### src/hdl/headset_jack_type_detector_defines.svh
// Assertion macros shared by the headset jack type detector
`ifndef HEADSET_JACK_TYPE_DETECTOR_DEFINES_SVH
`define HEADSET_JACK_TYPE_DETECTOR_DEFINES_SVH

// Same-cycle implication, disabled while reset is low
`define HJTD_ASSERT_IMPL(label, clk, rst_n, ante, cons, msg) \
    label: assert property (@(posedge clk) disable iff (!(rst_n)) (ante) |-> (cons)) \
        else $error(msg);

// Next-cycle implication, disabled while reset is low
`define HJTD_ASSERT_NEXT(label, clk, rst_n, ante, cons, msg) \
    label: assert property (@(posedge clk) disable iff (!(rst_n)) (ante) |=> (cons)) \
        else $error(msg);

`endif

### src/hdl/hjtd_pkg.sv
package hjtd_pkg;

    // Timing and threshold constants
    localparam int DETECT_STABLE_SAMPLES = 20;
    localparam int ABNORMAL_LIMIT        = 100;
    localparam int LOW_ADC_RETRIES       = 10;
    localparam int KEY_STABLE_SAMPLES    = 6;
    localparam int KEY_BLOCK_TICKS       = 200;

    localparam int ADC_W      = 13;
    localparam int STABLE_W   = 5;
    localparam int ABNORMAL_W = 7;
    localparam int LOW_W      = 4;
    localparam int BLOCK_W    = 8;
    localparam int DEBOUNCE_W = 3;
    localparam int CFG_IDX_W  = 3;

    localparam logic [ADC_W-1:0] ADC_HIGH_ABNORMAL = 13'd3250;
    localparam logic [ADC_W-1:0] ADC_MID_ABNORMAL  = 13'd600;
    localparam logic [ADC_W-1:0] ADC_LOW_RESET     = 13'd500;
    localparam logic [ADC_W-1:0] ADC_HIGH_RESET    = 13'd3300;

    typedef enum logic [1:0] {
        PH_IDLE     = 2'd0,
        PH_STABLE   = 2'd1,
        PH_CLASSIFY = 2'd2
    } t_phase;

    typedef enum logic [1:0] {
        DEV_NONE  = 2'd0,
        DEV_3POLE = 2'd1,
        DEV_4POLE = 2'd2
    } t_dev;

    typedef enum logic [CFG_IDX_W-1:0] {
        CFG_ADC_LOW    = 3'd0,
        CFG_ADC_HIGH   = 3'd1,
        CFG_DET_INV    = 3'd2,
        CFG_KEY_INV    = 3'd3,
        CFG_DUAL_KEY   = 3'd4
    } t_cfg_idx;

    // Settings used by the jack classifier
    typedef struct packed {
        logic [ADC_W-1:0] adc_low;
        logic [ADC_W-1:0] adc_high;
    } t_jack_cfg;

    // Per-tick jack status handed to the key debouncer and the output stage
    typedef struct packed {
        logic det;
        logic det_chg;
        t_dev dev;
        logic bias;
        logic type_chg;
    } t_jack_evt;

endpackage

### src/hdl/headset_jack_type_detector.sv
// Headset jack type detector with send/end key debounce.
// Input stream: one request per sample tick carrying the detect pin, both
// key pins, a 13-bit mic ADC sample and the recording flag. Output stream:
// one result per request with the jack type, mic bias enable, the reported
// key level and the key/type change flags.
// Latency: the result of a request is valid the cycle after it is accepted.
// Throughput: one request per clock; the jack and key state update in the
// same cycle the request is taken, and one output register holds the result.
// When the receiver stalls, the output register holds its result and the
// input is taken again in the cycle the result leaves.
// Configuration: thresholds and pin polarity (i_cfg_* port) take effect next
// tick; the user must write them with no request in flight (block does not check).
// Reset (synchronous, active low): no device, bias off, key released,
// the key blocked until the block window after the first detect change
// ends, registers to defaults.
`include "headset_jack_type_detector_defines.svh"

module headset_jack_type_detector (
    input  logic                              i_clk,
    input  logic                              i_rst_n,
    input  logic                              i_cfg_we,
    input  logic [hjtd_pkg::CFG_IDX_W-1:0]    i_cfg_idx,
    input  logic [hjtd_pkg::ADC_W-1:0]        i_cfg_data,
    input  logic                              s_axis_tvalid,
    output logic                              s_axis_tready,
    // detect_pin, key_pin_a, key_pin_b, mic_adc[12:0], recording, 7 zero bits
    input  logic [23:0]                       s_axis_tdata,
    output logic                              m_axis_tvalid,
    input  logic                              m_axis_tready,
    // jack_type[1:0], mic_bias_on, key_down, key_changed, type_changed, 2 zero bits
    output logic [7:0]                        m_axis_tdata
);

    logic [hjtd_pkg::ADC_W-1:0] r_adc_low;
    logic [hjtd_pkg::ADC_W-1:0] r_adc_high;
    logic                       r_det_inv;
    logic                       r_key_inv;
    logic                       r_dual_key;

    logic                       r_out_valid;
    logic [7:0]                 r_out_data;

    hjtd_pkg::t_jack_cfg        jack_cfg;
    hjtd_pkg::t_jack_evt        evt;
    logic                       accept;
    logic                       det;
    logic                       key;
    logic                       key_down;
    logic                       key_chg;

    // Configuration registers
    always_ff @(posedge i_clk) begin
        if (!i_rst_n) begin
            r_adc_low  <= hjtd_pkg::ADC_LOW_RESET;
            r_adc_high <= hjtd_pkg::ADC_HIGH_RESET;
            r_det_inv  <= 1'b0;
            r_key_inv  <= 1'b0;
            r_dual_key <= 1'b1;
        end else if (i_cfg_we) begin
            unique case (i_cfg_idx)
                hjtd_pkg::CFG_ADC_LOW:  r_adc_low  <= i_cfg_data;
                hjtd_pkg::CFG_ADC_HIGH: r_adc_high <= i_cfg_data;
                hjtd_pkg::CFG_DET_INV:  r_det_inv  <= i_cfg_data[0];
                hjtd_pkg::CFG_KEY_INV:  r_key_inv  <= i_cfg_data[0];
                hjtd_pkg::CFG_DUAL_KEY: r_dual_key <= i_cfg_data[0];
                default: ;
            endcase
        end
    end

    // Take a request whenever the output register is free or draining
    assign s_axis_tready = !r_out_valid || m_axis_tready;
    assign accept        = s_axis_tvalid && s_axis_tready;

    // Apply pin polarity and key pin selection
    assign det = s_axis_tdata[0] ^ r_det_inv;
    assign key = (s_axis_tdata[1] ^ r_key_inv) |
                 (r_dual_key & (s_axis_tdata[2] ^ r_key_inv));

    assign jack_cfg.adc_low  = r_adc_low;
    assign jack_cfg.adc_high = r_adc_high;

    hjtd_jack u_jack (
        .i_clk   (i_clk),
        .i_rst_n (i_rst_n),
        .i_en    (accept),
        .i_det   (det),
        .i_adc   (s_axis_tdata[15:3]),
        .i_rec   (s_axis_tdata[16]),
        .i_cfg   (jack_cfg),
        .o_evt   (evt)
    );

    hjtd_key u_key (
        .i_clk      (i_clk),
        .i_rst_n    (i_rst_n),
        .i_en       (accept),
        .i_key      (key),
        .i_evt      (evt),
        .o_key_down (key_down),
        .o_key_chg  (key_chg)
    );

    // Output register
    always_ff @(posedge i_clk) begin
        if (!i_rst_n) begin
            r_out_valid <= 1'b0;
        end else if (accept) begin
            r_out_valid <= 1'b1;
        end else if (m_axis_tready) begin
            r_out_valid <= 1'b0;
        end
    end

    always_ff @(posedge i_clk) begin
        if (accept) begin
            r_out_data <= {2'b00, evt.type_chg, key_chg, key_down, evt.bias, evt.dev};
        end
    end

    assign m_axis_tvalid = r_out_valid;
    assign m_axis_tdata  = r_out_data;

    // A key press (key_down with key_changed) is only reported with a 4-pole headset present
    `HJTD_ASSERT_IMPL(a_key_press_4pole, i_clk, i_rst_n,
        r_out_valid && r_out_data[3] && r_out_data[4],
        r_out_data[1:0] == hjtd_pkg::DEV_4POLE, "key press reported without 4-pole")
    // A 4-pole decision always comes with the mic bias on
    `HJTD_ASSERT_IMPL(a_4pole_bias, i_clk, i_rst_n,
        r_out_valid && r_out_data[5] && (r_out_data[1:0] == hjtd_pkg::DEV_4POLE),
        r_out_data[2], "4-pole reported with bias off")
    // An accepted request always leaves a result in the output register
    `HJTD_ASSERT_NEXT(a_accept_result, i_clk, i_rst_n, accept, r_out_valid,
        "accepted request produced no result")

endmodule

### src/hdl/hjtd_jack.sv
module hjtd_jack (
    input  logic                     i_clk,
    input  logic                     i_rst_n,
    input  logic                     i_en,
    input  logic                     i_det,
    input  logic [hjtd_pkg::ADC_W-1:0] i_adc,
    input  logic                     i_rec,
    input  hjtd_pkg::t_jack_cfg      i_cfg,
    output hjtd_pkg::t_jack_evt      o_evt
);

    hjtd_pkg::t_phase                   r_phase, n_phase;
    logic [hjtd_pkg::STABLE_W-1:0]      r_stable, n_stable;
    logic [hjtd_pkg::ABNORMAL_W-1:0]    r_abn, n_abn;
    logic [hjtd_pkg::LOW_W-1:0]         r_low, n_low;
    hjtd_pkg::t_dev                     r_dev, n_dev;
    logic                               r_bias, n_bias;
    logic                               r_prev_det;

    logic in_window;
    logic abnormal;
    logic det_chg;
    logic type_chg;

    assign det_chg   = i_det != r_prev_det;
    assign in_window = (i_adc > i_cfg.adc_low) && (i_adc <= i_cfg.adc_high);
    assign abnormal  = (i_adc > hjtd_pkg::ADC_HIGH_ABNORMAL) ||
                       (!in_window && (i_adc > hjtd_pkg::ADC_MID_ABNORMAL));

    // Next jack state: insertion, removal, stability count and classification
    always_comb begin
        n_phase  = r_phase;
        n_stable = r_stable;
        n_abn    = r_abn;
        n_low    = r_low;
        n_dev    = r_dev;
        n_bias   = r_bias;
        type_chg = 1'b0;
        if (det_chg) begin
            if (i_det) begin
                n_bias   = 1'b1;
                n_phase  = hjtd_pkg::PH_STABLE;
                n_stable = '0;
            end else begin
                n_phase = hjtd_pkg::PH_IDLE;
                if (r_dev != hjtd_pkg::DEV_NONE) begin
                    n_dev    = hjtd_pkg::DEV_NONE;
                    type_chg = 1'b1;
                    if (!i_rec) begin
                        n_bias = 1'b0;
                    end
                end
            end
        end else begin
            unique case (r_phase)
                hjtd_pkg::PH_STABLE: begin
                    n_stable = r_stable + 1'b1;
                    if (n_stable >= hjtd_pkg::STABLE_W'(hjtd_pkg::DETECT_STABLE_SAMPLES)) begin
                        n_phase = hjtd_pkg::PH_CLASSIFY;
                        n_abn   = '0;
                        n_low   = '0;
                    end
                end
                hjtd_pkg::PH_CLASSIFY: begin
                    if (abnormal) begin
                        if (r_abn > hjtd_pkg::ABNORMAL_W'(hjtd_pkg::ABNORMAL_LIMIT)) begin
                            type_chg = 1'b1;
                            n_dev    = hjtd_pkg::DEV_3POLE;
                        end else begin
                            n_abn = r_abn + 1'b1;
                        end
                    end else if (in_window) begin
                        type_chg = 1'b1;
                        n_dev    = hjtd_pkg::DEV_4POLE;
                        n_bias   = 1'b1;
                        n_phase  = hjtd_pkg::PH_IDLE;
                    end else if ((i_adc == '0) ||
                                 (r_low == hjtd_pkg::LOW_W'(hjtd_pkg::LOW_ADC_RETRIES))) begin
                        type_chg = 1'b1;
                        n_dev    = hjtd_pkg::DEV_3POLE;
                    end else begin
                        n_low = r_low + 1'b1;
                    end
                    // Settle as 3-pole
                    if (type_chg && (n_dev == hjtd_pkg::DEV_3POLE)) begin
                        n_abn   = '0;
                        n_low   = '0;
                        n_phase = hjtd_pkg::PH_IDLE;
                        if (!i_rec) begin
                            n_bias = 1'b0;
                        end
                    end
                end
                default: begin
                    n_phase = hjtd_pkg::PH_IDLE;
                end
            endcase
        end
    end

    // Advance state on each accepted request
    always_ff @(posedge i_clk) begin
        if (!i_rst_n) begin
            r_phase    <= hjtd_pkg::PH_IDLE;
            r_stable   <= '0;
            r_abn      <= '0;
            r_low      <= '0;
            r_dev      <= hjtd_pkg::DEV_NONE;
            r_bias     <= 1'b0;
            r_prev_det <= 1'b0;
        end else if (i_en) begin
            r_phase    <= n_phase;
            r_stable   <= n_stable;
            r_abn      <= n_abn;
            r_low      <= n_low;
            r_dev      <= n_dev;
            r_bias     <= n_bias;
            r_prev_det <= i_det;
        end
    end

    assign o_evt.det      = i_det;
    assign o_evt.det_chg  = det_chg;
    assign o_evt.dev      = n_dev;
    assign o_evt.bias     = n_bias;
    assign o_evt.type_chg = type_chg;

endmodule

### src/hdl/hjtd_key.sv
module hjtd_key (
    input  logic                i_clk,
    input  logic                i_rst_n,
    input  logic                i_en,
    input  logic                i_key,
    input  hjtd_pkg::t_jack_evt i_evt,
    output logic                o_key_down,
    output logic                o_key_chg
);

    logic [hjtd_pkg::BLOCK_W-1:0]    r_timer, n_timer;
    logic                            r_allowed, n_allowed;
    logic [hjtd_pkg::DEBOUNCE_W-1:0] r_dbc, n_dbc;
    logic                            r_cand, n_cand;
    logic                            r_rep, n_rep;
    logic                            r_prev_key;
    logic                            chg;
    logic                            rep_mid;

    // Block timer, debounce counter and reported key level
    always_comb begin
        n_timer   = r_timer;
        n_allowed = r_allowed;
        n_dbc     = r_dbc;
        n_cand    = r_cand;
        chg       = 1'b0;
        rep_mid   = r_rep;
        if (i_evt.det_chg) begin
            n_allowed = 1'b0;
            n_timer   = hjtd_pkg::BLOCK_W'(hjtd_pkg::KEY_BLOCK_TICKS);
        end
        // Release the key when the block window ends with the jack out
        if (n_timer != '0) begin
            n_timer = n_timer - 1'b1;
            if (n_timer == '0) begin
                n_allowed = 1'b1;
                if (rep_mid && !i_evt.det) begin
                    rep_mid = 1'b0;
                    chg     = 1'b1;
                end
            end
        end
        n_rep = rep_mid;
        if ((i_key != r_prev_key) && n_allowed && i_evt.det &&
            (i_evt.dev == hjtd_pkg::DEV_4POLE)) begin
            if (rep_mid) begin
                n_dbc = '0;
                n_rep = i_key;
                chg   = 1'b1;
            end else begin
                n_cand = i_key;
                n_dbc  = hjtd_pkg::DEBOUNCE_W'(hjtd_pkg::KEY_STABLE_SAMPLES);
            end
        end else if (r_dbc != '0) begin
            if ((i_key != r_cand) || !i_evt.det || (i_evt.dev == hjtd_pkg::DEV_3POLE)) begin
                n_dbc = '0;
            end else begin
                n_dbc = r_dbc - 1'b1;
                if (n_dbc == '0) begin
                    n_rep = r_cand;
                    chg   = 1'b1;
                end
            end
        end
    end

    // Advance state on each accepted request
    always_ff @(posedge i_clk) begin
        if (!i_rst_n) begin
            r_timer    <= '0;
            r_allowed  <= 1'b0;
            r_dbc      <= '0;
            r_cand     <= 1'b0;
            r_rep      <= 1'b0;
            r_prev_key <= 1'b0;
        end else if (i_en) begin
            r_timer    <= n_timer;
            r_allowed  <= n_allowed;
            r_dbc      <= n_dbc;
            r_cand     <= n_cand;
            r_rep      <= n_rep;
            r_prev_key <= i_key;
        end
    end

    assign o_key_down = n_rep;
    assign o_key_chg  = chg;

endmodule

### config.mk
export PLATFORM = sky130hd
export DESIGN_NAME = headset_jack_type_detector
export DESIGN_NICKNAME = d
export VERILOG_FILES = /design/src/hdl/hjtd_pkg.sv /design/src/hdl/headset_jack_type_detector.sv /design/src/hdl/hjtd_jack.sv /design/src/hdl/hjtd_key.sv
export VERILOG_INCLUDE_DIRS = /design/src /design/src/hdl
export SDC_FILE = /design/constraint.sdc
export NUM_CORES = 1
export LEC_CHECK = 0
export BUFFER_PORTS_ARGS = -buffer_cell sky130_fd_sc_hd__buf_4
export CAP_MARGIN = 5
export CORE_UTILIZATION = 64
export DETAILED_ROUTE_END_ITERATION = 6
export PLACE_DENSITY = 0.92
export SLEW_MARGIN = 25
export SYNTH_ARGS = -nofsm -noshare
export SYNTH_HDL_FRONTEND = slang
export SYNTH_HIERARCHICAL = 1
export SYNTH_SLANG_ARGS = --single-unit
### constraint.sdc
create_clock -name i_clk -period 6.7 [get_ports i_clk]
set_input_delay 0.335 -clock i_clk [delete_from_list [all_inputs] [get_ports i_clk]]
set_output_delay 0.335 -clock i_clk [all_outputs]
set_load 0.01 [all_outputs]
==> summary.txt <==
Worst setup path
  – CP endpoint kind: flop
  – Crit-path max FO: 18
  – Top cell by count, worst path: ha_1
  – CP startpoint kind: flop
  – CP Cell Sequence: xor2_1 > ha_1 > inv_1 > nand2b_1 > ha_1 > nor3b_4 > o21ai_0 > a2bb2oi_1 > nand4b_4 > a21o_1 > or2b_1 > o2bb2ai_1
  – Critical Path Max Stage Delay: 0.60 ns
  – CP max-delay cell: xor2_1
  – Critical path buffers and inverters: 1
  – Setup CP Type: flop to flop
  – Worst path arrival time: 4.26 ns
  – CP delay by family, top: simple AND/OR/NAND/NOR gates
  – Crit path depth: 12
  – Critical path required time: 6.91 ns
  – FF-to-FF path depth: 12

Floorplanning
  – I/O pin cnt: 55
  – Die W: 88.68 um
  – Initial Utilization: 0.6629
  – Chip height: 88.68 um
  – Die ar.: 7863 um^2
  – Core area: 7253 um^2
  – Cell Rows: 31

Power
  – P_int: 0.7537 mW
  – Pwr/cell area: 194.0 nW/um^2
  – Comb pwr share: 0.186
  – Clock Power Share: 0.360
  – Worst VDD drop: 0.1990 mV
  – Switching pwr: 0.2900 mW
  – Leak Pwr: 2.242 nW
  – Net Sw Frac: 0.2778
  – Sequential share of power: 0.454

STA
  – Slew Viols, Final: 0
  – Fin crit share: 0.6049
  – Clock Skews: 0.01048 ns
  – Final setup fails: 0
  – Fmax: 246.8 MHz
  – Max-slew headroom: 0.5206
  – Final hold violations: 0
  – Setup TNS: 0 ns
  – Fin crit period: 4.053 ns
  – RSZ-0062 raised after global routing: false
  – Actual slew at the worst max-slew pin: 0.7167 ns

Drt
  – Avg Vias per Cell: 5.969
  – Vias: 4232
  – DRC Markers: 0
  – Routed wire per std cell: 15.03 um
  – Final wirelength: 10660 um
  – Post-DRT Antenna Nets: 0
  – Drt initial violations: 263
  – 1st-pass router iterations: 5

CTS
  – Count of clock tree sinks: 73
  – Cts bufs inserted: 9
  – Setup Fix Bufs, Post-CTS: 0
  – Clock-pin slew on the worst setup and hold paths: 0.08 ns
  – CTS Hold Bufs: 0
  – PostCTS Resize Cnt: 0
  – CTS tree: yes
  – Max H-tree Level: 3
  – Clock root cell: clkbuf_8
  – Clk_lat worst skew: 0.35 ns
  – CTS Buffer Depth: 2

Cells and area
  – Layout cells sized above 1: 0.1279
  – Ant diodes: 0
  – Final net count: 690
  – Area grow syn2layout: 11.89%
  – Post-route cell area: 5380 um^2
  – Number of fill cells: 489

Yosys
  – Largest family of logic cells by synthesized area: simple AND/OR/NAND/NOR gates
  – Gate Count Post-Synth: 574
  – Post-synthesis compound-gate area fraction: 0.1848
  – Yosys reg bits: 73
  – Post-synthesis mux area share: 0.08535
  – Async S/R FF share, synth: 0
  – Synth unique cells: 74
  – Share of the synthesized area in the top cell type: 0.2789
  – Avg Synthesized Cell Area: 8.377 um^2
  – Synth Area in XOR/XNOR: 0.01275
  – Netlist Area Pre-Place: 4808 um^2
  – Top cell type by total area after synthesis: dfxtp_1
  – Post-synthesis adder-cell area fraction: 0.1041
  – Top_reg_cell synth: dfxtp_1
  – EDFF count, synth: 6
  – Synth area leaders: dfxtp_1 (28%), ha_1 (10%), mux2i_1 (8.5%)
  – Yosys warns: 6
  – Seq/Total Area, Yosys: 0.3164
  – Synth top cells by count: dfxtp_1 (67), nand2_1 (59), inv_1 (57), mux2i_1 (41), ha_1 (40)
  – Most frequent cell after synthesis: dfxtp_1
  – Synth Area in Simple Gates: 0.2209

Placement
  – Dpl cell area: 5162 um^2
  – HPWL Detailed: 7493 um
  – Port buffer count: 45
  – Final GP Congestion: 0.8685

Min path
  – Min-delay worst type: primary input to flop
  – Hold Crit Depth: 3

Outcome
  – Outcome: finished clean

GRT
  – Largest net degree at the start of global routing: 83
  – Vias in the first global route: 3792
  – GR Overflow Total: 0
  – Initial antenna violation count: 0
  – First-pass GRT wire length: 17220 um
  – Total global-route track usage: 0.2835

Run
  – Max_cap viols: 0
[cells by family after synthesis]
kind of cell             after synthesis
AND/OR/NAND/NOR                      194
flip-flops                            73
buffers and inverters                 86
adder cells (fa/ha/maj)               40
multiplexers                          41
AO/OA/AOI/OAI                        132
XOR/XNOR                               7
other                                  1
[sequential cells by signal, indices dropped and copies added (netlist names)]
register and flops:
u_jack/r_stable 5, r_dual_key 1, u_jack/r_abn 7, u_jack/r_prev_det 1
r_key_inv 1, u_key/r_timer 8, u_jack/r_bias 1, u_jack/r_dev 2
r_adc_high 13, r_adc_low 13, m_axis_tdata 6, u_key/r_allowed 1
u_key/r_dbc 3, u_key/r_prev_key 1, u_key/r_cand 1, u_jack/r_low 4
u_key/r_rep 1, r_det_inv 1, m_axis_tvalid 1, u_jack/r_phase 2
[worst paths after layout]
check,from,end,slack (ns)
worst max-delay path,r_det_inv,m_axis_tdata[4],2.65
worst min-delay path,s_axis_tvalid,m_axis_tvalid,0.23
worst max register to register,r_det_inv,m_axis_tdata[4],2.65
worst min register to register,r_adc_low[12],r_adc_low[12],0.47
[routing by layer]
metal | track usage | vias up | wire length (um)
met5 | 0 | - | 0
met4 | 0.1320 | 0 | 250
met3 | 0.05317 | 24 | 613
met2 | 0.4839 | 161 | 5271
met1 | 0.3455 | 1958 | 4523
li1 | - | 2089 | -
[worst reg2reg max path: cells and delay by family (launching register included)]
| family | cells | cell delay [ns] |
|---|---|---|
| simple gates | 4 | 0.98 |
| compound gates | 4 | 0.79 |
| fa+ha+maj | 2 | 0.73 |
| xor+xnor | 1 | 0.60 |
| buf+inv | 1 | 0.44 |
| flops | 1 | 0.37 |
[final cells by class]
type | instances | area [um^2] | area share
multi-input combinational | 416 | 2943 | 0.5470
sequential | 73 | 1521 | 0.2828
timing repair buffer | 48 | 360.3 | 0.06698
inverter | 57 | 214.0 | 0.03977
clock buffer | 14 | 182.7 | 0.03395
tap | 99 | 123.9 | 0.02302
clock inverter | 2 | 35.03 | 0.006512
[cell usage in the layout (no fill, tap or decap), drive strengths merged, types with 3 or more instances in the layout]
cell type	count
a31oi	3
clkbuf	14
edfxtp	6
nand4b	3
ha	40
dfxtp	67
nor2b	29
nand4	11
nand2b	9
o31a	4
xor2	3
a21oi	32
a211oi	6
or3	6
o21a	5
nand2	59
o22ai	4
nor2	22
or2	3
buf	48
mux2i	41
a21o	6
nand3	15
inv	57
xnor2	4
o211ai	12
a21boi	5
and2	8
o21ba	3
nor3	12
o21ai	30
a211o	3
[power groups by stage]
stage | clock (mW) | combinational (mW) | sequential, mW
floorplan | 0 | 0.134 | 0.481
CTS | 0.383 | 0.191 | 0.473
finish | 0.376 | 0.194 | 0.474
detailed placement | 0 | 0.187 | 0.483
global route | 0.406 | 0.214 | 0.475
global placement | 0 | 0.178 | 0.482
[through the flow]
stage	power, mW	hold slack (ns)	setup WS (ns)	utilization	instances
detailed placement	0.6697	0.4579	2.690	0.7117	693
floorplan	0.6149	0.4347	3.411	-	575
finish	1.044	0.2318	2.647	0.7418	709
global placement	0.6600	0.4464	2.795	0.7117	693
CTS	1.046	0.2224	2.744	0.7418	709
global route	1.095	0.2404	2.357	0.7418	709
No activity file was read; power rests on OpenSTA's default activity.
